==> config.mk <==
export PLATFORM = sky130hd
export DESIGN_NAME = bounded_work_stealing_deque_unit
export DESIGN_NICKNAME = d
export VERILOG_FILES = /design/src/sv/bwsd_pkg.sv /design/src/sv/bwsd_ctrl.sv /design/src/sv/bwsd_dp.sv /design/src/sv/bounded_work_stealing_deque_unit.sv
export SDC_FILE = /design/constraint.sdc
export NUM_CORES = 2
export LEC_CHECK = 0
export BUFFER_PORTS_ARGS = -buffer_cell sky130_fd_sc_hd__buf_2
export CORE_AREA = 4 4 411 453
export CTS_CLUSTER_SIZE = 28
export DETAILED_ROUTE_END_ITERATION = 6
export DIE_AREA = 0 0 415 457
export SLEW_MARGIN = 15
export SYNTH_ARGS = -nofsm -noshare
export SYNTH_HDL_FRONTEND = slang
export SYNTH_HIERARCHICAL = 1
export SYNTH_SLANG_ARGS = --single-unit
==> constraint.sdc <==
create_clock -name i_clk -period 11.7 [get_ports i_clk]
set_input_delay 0 -clock i_clk [delete_from_list [all_inputs] [get_ports i_clk]]
set_output_delay 0 -clock i_clk [all_outputs]
set_load 0.005 [all_outputs]
==> src/sv/bwsd_pkg.sv <==
// ============================================================================
// bwsd_pkg - shared types and codes for the work-stealing deque
// Request and result layouts, operation and status codes, and the
// command/status structs that join the controller to the datapath.
// ============================================================================
package bwsd_pkg;

    // operation codes
    localparam logic [1:0] OP_PUSH  = 2'd0;
    localparam logic [1:0] OP_POP   = 2'd1;
    localparam logic [1:0] OP_STEAL = 2'd2;

    // result status codes
    localparam logic [1:0] ST_DONE  = 2'd0;
    localparam logic [1:0] ST_FULL  = 2'd1;
    localparam logic [1:0] ST_EMPTY = 2'd2;

    typedef struct packed {
        logic [1:0]  operation;
        logic [31:0] job_handle;
    } t_in;

    typedef struct packed {
        logic [1:0]  status;
        logic [31:0] taken_handle;
        logic [6:0]  occupancy;
    } t_out;

    // datapath actions issued by the controller
    typedef enum logic [3:0] {
        A_NONE,
        A_PUSH,
        A_FULL,
        A_EMPTY,
        A_OTHER,
        A_RD_POP,
        A_RD_STEAL,
        A_FIN_POP,
        A_FIN_STEAL
    } t_act;

    typedef struct packed {
        t_act act;
    } t_cmd;

    typedef struct packed {
        logic full;
        logic empty;
    } t_dp_stat;

endpackage

==> src/sv/bwsd_ctrl.sv <==
// ============================================================================
// bwsd_ctrl - request sequencer for the work-stealing deque
// Accepts a request, picks the datapath action, waits in S_READ for the
// store read on pop/steal, and owns the result valid flag.
// ============================================================================
module bwsd_ctrl (
    input  logic              i_clk,
    input  logic              i_rst_n,
    input  logic              i_in_valid,
    input  logic [1:0]        i_operation,
    output logic              o_in_stall,
    output logic              o_out_valid,
    input  logic              i_out_stall,
    input  bwsd_pkg::t_dp_stat i_stat,
    output bwsd_pkg::t_cmd    o_cmd
);
    import bwsd_pkg::*;

    typedef enum logic [1:0] {
        S_IDLE = 2'b01,
        S_READ = 2'b10
    } t_state;

    t_state r_state, n_state;
    logic   r_pend_pop, n_pend_pop;
    logic   r_out_valid, n_out_valid;
    logic   out_free;
    logic   accept;
    t_act   act;

    assign out_free   = !r_out_valid || !i_out_stall;
    assign o_in_stall = !((r_state == S_IDLE) && out_free);
    assign accept     = i_in_valid && !o_in_stall;

    always_comb begin
        act         = A_NONE;
        n_state     = r_state;
        n_pend_pop  = r_pend_pop;
        n_out_valid = r_out_valid && i_out_stall;
        case (r_state)
            S_IDLE: begin
                if (accept) begin
                    n_out_valid = 1'b1;
                    case (i_operation)
                        OP_PUSH: begin
                            act = i_stat.full ? A_FULL : A_PUSH;
                        end
                        OP_POP, OP_STEAL: begin
                            if (i_stat.empty) begin
                                act = A_EMPTY;
                            end else begin
                                act         = (i_operation == OP_POP) ? A_RD_POP : A_RD_STEAL;
                                n_pend_pop  = (i_operation == OP_POP);
                                n_out_valid = 1'b0;
                                n_state     = S_READ;
                            end
                        end
                        default: begin
                            act = A_OTHER;
                        end
                    endcase
                end
            end
            S_READ: begin
                // output register was emptied when this request was taken
                act         = r_pend_pop ? A_FIN_POP : A_FIN_STEAL;
                n_out_valid = 1'b1;
                n_state     = S_IDLE;
            end
            default: begin
                n_state = S_IDLE;
            end
        endcase
    end

    always_ff @(posedge i_clk) begin
        if (!i_rst_n) begin
            r_state     <= S_IDLE;
            r_pend_pop  <= 1'b0;
            r_out_valid <= 1'b0;
        end else begin
            r_state     <= n_state;
            r_pend_pop  <= n_pend_pop;
            r_out_valid <= n_out_valid;
        end
    end

    assign o_out_valid = r_out_valid;
    assign o_cmd.act   = act;

endmodule

==> src/sv/bwsd_dp.sv <==
// ============================================================================
// bwsd_dp - handle store, top/bottom indices and result register
// Executes one controller action per cycle against the linear store.
// ============================================================================
module bwsd_dp #(
    parameter int DEPTH = 64
) (
    input  logic               i_clk,
    input  logic               i_rst_n,
    input  logic [31:0]        i_job_handle,
    input  bwsd_pkg::t_cmd     i_cmd,
    output bwsd_pkg::t_dp_stat o_stat,
    output bwsd_pkg::t_out     o_out_data
);
    import bwsd_pkg::*;

    localparam int IW = $clog2(DEPTH + 1);
    localparam int AW = (DEPTH > 1) ? $clog2(DEPTH) : 1;
    localparam int DW = (IW > 7) ? IW : 7;

    logic [31:0]   mem [DEPTH];
    logic [31:0]   r_rdata;
    logic [IW-1:0] r_top, n_top;
    logic [IW-1:0] r_bot, n_bot;
    t_out          r_out, n_out;
    logic          ld;
    logic [IW-1:0] bot_m1, bot_p1, top_p1;
    logic [AW-1:0] rd_addr;
    logic          wr_en;

    function automatic logic [6:0] occ_of(input logic [IW-1:0] b, input logic [IW-1:0] t);
        logic [DW-1:0] d;
        d = DW'(b) - DW'(t);
        return d[6:0];
    endfunction

    assign bot_m1 = r_bot - IW'(1);
    assign bot_p1 = r_bot + IW'(1);
    assign top_p1 = r_top + IW'(1);

    assign o_stat.full  = (r_bot == IW'(DEPTH));
    assign o_stat.empty = (r_bot == r_top);

    assign rd_addr = (i_cmd.act == A_RD_POP) ? bot_m1[AW-1:0] : r_top[AW-1:0];
    assign wr_en   = (i_cmd.act == A_PUSH);

    always_comb begin
        n_top = r_top;
        n_bot = r_bot;
        n_out = r_out;
        ld    = 1'b1;
        case (i_cmd.act)
            A_PUSH: begin
                n_bot = bot_p1;
                n_out = '{status: ST_DONE, taken_handle: 32'd0,
                          occupancy: occ_of(bot_p1, r_top)};
            end
            A_FULL: begin
                n_out = '{status: ST_FULL, taken_handle: 32'd0,
                          occupancy: occ_of(r_bot, r_top)};
            end
            A_EMPTY: begin
                n_out = '{status: ST_EMPTY, taken_handle: 32'd0,
                          occupancy: occ_of(r_bot, r_top)};
            end
            A_OTHER: begin
                n_out = '{status: ST_DONE, taken_handle: 32'd0,
                          occupancy: occ_of(r_bot, r_top)};
            end
            A_FIN_POP: begin
                if (r_rdata == 32'd0) begin
                    // zero handle: bottom stays moved down even on the last entry
                    n_bot = bot_m1;
                    n_out = '{status: ST_EMPTY, taken_handle: 32'd0,
                              occupancy: occ_of(bot_m1, r_top)};
                end else if (bot_m1 == r_top) begin
                    // last entry: top steps past it, bottom stays
                    n_top = r_bot;
                    n_out = '{status: ST_DONE, taken_handle: r_rdata, occupancy: 7'd0};
                end else begin
                    n_bot = bot_m1;
                    n_out = '{status: ST_DONE, taken_handle: r_rdata,
                              occupancy: occ_of(bot_m1, r_top)};
                end
            end
            A_FIN_STEAL: begin
                n_top = top_p1;
                n_out = '{status: ST_DONE, taken_handle: r_rdata,
                          occupancy: occ_of(r_bot, top_p1)};
            end
            default: begin
                ld = 1'b0;
            end
        endcase
    end

    always_ff @(posedge i_clk) begin
        if (wr_en) begin
            mem[r_bot[AW-1:0]] <= i_job_handle;
        end
        r_rdata <= mem[rd_addr];
    end

    always_ff @(posedge i_clk) begin
        if (!i_rst_n) begin
            r_top <= '0;
            r_bot <= '0;
        end else begin
            r_top <= n_top;
            r_bot <= n_bot;
        end
    end

    always_ff @(posedge i_clk) begin
        if (ld) begin
            r_out <= n_out;
        end
    end

    assign o_out_data = r_out;

endmodule

==> src/sv/bounded_work_stealing_deque_unit.sv <==
// ============================================================================
// bounded_work_stealing_deque_unit - bounded work-stealing deque
// Linear store of job handles between top and bottom; push and pop work
// at the bottom end, steal at the top end.
//
//   channel | direction | handshake                   | payload
//   --------+-----------+-----------------------------+-------------------
//   request | in        | i_in_valid / o_in_stall     | i_in_data  (t_in)
//   result  | out       | o_out_valid / i_out_stall   | o_out_data (t_out)
//
// Push, refused push, empty pop/steal and unknown codes: result in the
// cycle after the request. Pop/steal with entries: the controller waits
// in S_READ for the registered read port of the handle store.
// A new request is taken once idle and the result register is empty or being taken.
// Reset is synchronous and clears the indices; the store is not cleared.
// A stalled result holds and stalls the request side.
// ============================================================================
module bounded_work_stealing_deque_unit #(
    parameter int DEPTH = 64
) (
    input  logic           i_clk,
    input  logic           i_rst_n,
    input  logic           i_in_valid,
    output logic           o_in_stall,
    input  bwsd_pkg::t_in  i_in_data,
    output logic           o_out_valid,
    input  logic           i_out_stall,
    output bwsd_pkg::t_out o_out_data
);
    import bwsd_pkg::*;

    t_cmd     cmd;
    t_dp_stat stat;

    bwsd_ctrl u_ctrl (
        .i_clk       (i_clk),
        .i_rst_n     (i_rst_n),
        .i_in_valid  (i_in_valid),
        .i_operation (i_in_data.operation),
        .o_in_stall  (o_in_stall),
        .o_out_valid (o_out_valid),
        .i_out_stall (i_out_stall),
        .i_stat      (stat),
        .o_cmd       (cmd)
    );

    bwsd_dp #(
        .DEPTH (DEPTH)
    ) u_dp (
        .i_clk        (i_clk),
        .i_rst_n      (i_rst_n),
        .i_job_handle (i_in_data.job_handle),
        .i_cmd        (cmd),
        .o_stat       (stat),
        .o_out_data   (o_out_data)
    );

endmodule

==> results_dict.tcl <==
set metrics [dict create \
    gp_congestion 0.817 \
    final_cell_mix "edfxtp_1 (2089), nand2_1 (546), mux4_2 (380)" \
    finalMaxSlewViolations 0 \
    grt_pass1_wl_mm 333 \
    clk_pin_slew_ns 0.06 \
    finClkSkew_ns 0.0430 \
    vias_per_cell 6.14 \
    maxCapViolCount 0 \
    p_leak_nw 30.5 \
    finalHoldViolCount 0 \
    cts_max_level 4 \
    internal_power_mw 12.5 \
    grt_usage 0.248 \
    cts_tree "yes" \
    slew_headroom 0.239 \
    syn_avg_cell_area_sq_um 18.8 \
    cp_common_cell "buf_4" \
    synthesis.nets 4486 \
    gr-total-overflow 0 \
    clock_latency_ns 0.85 \
    async_reset_ff_frac 0 \
    synth_top_cells_by_area "edfxtp_1 (76%), mux4_2 (10%), nand2_1 (2.5%)" \
    cts_root_buf "clkbuf_16" \
    dieArea_sq_um 190000 \
    final_cells 7240 \
    required_ns 12.44 \
    port_buffers 80 \
    layout_commonest_cell "edfxtp_1" \
    antenna_found_initial 17 \
    seq_area_sq_um 63700 \
    yosysWarnings 6 \
    hold_class "input port to flip-flop" \
    ys_ff_latch 2139 \
    cp-end-kind "flip-flop" \
    max_freq_mhz 124 \
    routed_wl_mm 236 \
    dr_total_vias 44500 \
    io_pins 81 \
    cts_setup_buffers 0 \
    fin_crit_sh 0.692 \
    fill_cells 14400 \
    status "finished, final reports clean" \
    numCtsBuffers 205 \
    clockBufferDepth 3 \
    netlist_instances 4412 \
    critPathMaxStageDelay_ns 0.98 \
    vdd_drop_max_v 0.000127 \
    setup_tns_ns 0 \
    p_total_mw 16.1 \
    synth_cell_type_count 70 \
    tightestPinTransition_ns 1.14 \
    power-per-cell-area_nw_per_um2 171 \
    first_global_vias 43800 \
    area_delta_synth_final_pct 13.4 \
    critPathKind "flip-flop to flip-flop" \
    synth_top_area_share 0.755 \
    hpwl_mm 126 \
    grt_setup_unrepaired "false" \
    dieWidth_um 415 \
    multiInputGateArea_sq_um 18700 \
    synthesis.area_sq_um 83100 \
    rows 164 \
    cts_resized 0 \
    clock-sinks 2139 \
    crit_path_cell_trace "clkinv_1, ha_1, nor4b_1, o21ai_0, a311oi_1, and4bb_1, mux2i_4, buf_4, buf_4, mux4_2, a2111oi_1, nand2_1, and4_1" \
    critical_path.top_delay_family "simple AND/OR/NAND/NOR gates" \
    crit_fanout 21 \
    start_util 0.458 \
    min_period_ns 8.09 \
    die_h_um 457 \
    startpoint_type "flip-flop" \
    first_pass_iters 6 \
    first_iter_violations 6030 \
    setup_viol 0 \
    synth_edf_count 2089 \
    ys.flop_type "edfxtp_1" \
    p_comb_frac 0.064 \
    p_switching_mw 3.61 \
    antenna_left 0 \
    cp.arrival_ns 8.83 \
    whs_ns 0.160 \
    place_area_sq_um 87200 \
    yosysTopAreaCell "edfxtp_1" \
    switching_share 0.224 \
    drc 0 \
    power_frac_seq 0.533 \
    path_buf_inv 3 \
    p_clk_frac 0.403 \
    drive_above_1_share 0.209 \
    postCtsHoldBufs 38 \
    grt_max_degree 132 \
    dp_cells 6809 \
    core_area_sq_um 181000 \
    fin_area_sq_um 94200 \
    slowest_stage "and4bb_1" \
    wire_per_inst_um 32.7 \
    nNetsFinal 4721 \
    ys_seq_area_frac 0.767 \
]
routing by layer:
layer,wire (um),up-vias,GRT usage
met2,112000,2295,0.392
met3,21500,395,0.0462
met1,91800,23500,0.340
met5,0,-,0
met4,10900,0,0.106
li1,-,18200,-
worst min-delay path: stages:
cell           delay [ns]
dlygate4sd3_1        0.54
buf_2                0.25
o21a_1               0.15
synth_stat cells (40+ instances only):
master     count
a21oi_1      211
nand2_1      547
and2_1        40
dfxtp_1       50
nor2_1        91
mux2i_1      111
a22oi_1       95
clkbuf_1      79
a2111oi_0     42
nand3_1      144
edfxtp_1    2089
buf_2        117
mux4_2       380
registers in the layout, indices dropped and copies added (netlist names):
name                cells
u_dp/mem             2048
u_dp/r_bot              7
u_ctrl/r_state          2
u_ctrl/r_pend_pop       1
u_dp/r_top              7
u_dp/r_rdata           32
u_dp/o_out_data        41
u_ctrl/o_out_valid      1
power groups by stage:
stage                     logic [mW]  clock network (mW)  registers, mW
final                           1.03                6.51           8.61
after global routing            1.10                6.95           8.60
after CTS                       1.03                6.60           8.61
after detailed placement        1.01                   0           8.77
after global placement          1.00                   0           8.77
after floorplan                0.556                   0           8.70
area by class of cell:
class	count	area share
Multi-Input combinational cell	1997	0.198
Clock inverter	125	0.0124
Inverter	31	0.00124
Sequential cell	2139	0.676
Tap cell	2407	0.0320
Clock buffer	253	0.0573
Timing Repair Buffer	273	0.0217
Antenna cell	15	0.000398
final timing paths:
| check | from | endpoint | slack, ns | depth (start not counted) |
|---|---|---|---|---|
| worst min-delay path | i_rst_n | u_dp/r_bot[5]$_SDFFE_PN0P_ | 0.16 | 3 |
| worst min register to register | u_ctrl/r_state[0]$_SDFFE_PN1P_ | u_ctrl/r_state[0]$_SDFFE_PN1P_ | 0.50 | 1 |
| worst max register to register | u_dp/r_bot[0]$_SDFFE_PN0P_ | u_dp/r_rdata[19]$_DFF_P_ | 3.61 | 13 |
| worst max-delay path | u_dp/r_bot[0]$_SDFFE_PN0P_ | u_dp/r_rdata[19]$_DFF_P_ | 3.61 | 13 |
logic make-up after synthesis:
kind of cell    synth area share
flops                      0.767
simple gates              0.0504
compound gates            0.0401
mux                        0.117
buf+inv                   0.0160
fa+ha+maj                0.00578
xor+xnor                 0.00337
per-stage QoR:
stage | setup WS, ns | utilization
3_3_place_gp | 2.82 | 0.480
5_1_grt | 2.97 | 0.519
3_5_place_dp | 3.59 | 0.481
2_1_floorplan | 7.01 | -
6_report | 3.61 | 0.519
4_1_cts | 3.58 | 0.519
Note: power is estimated with default switching activity, not from simulation.
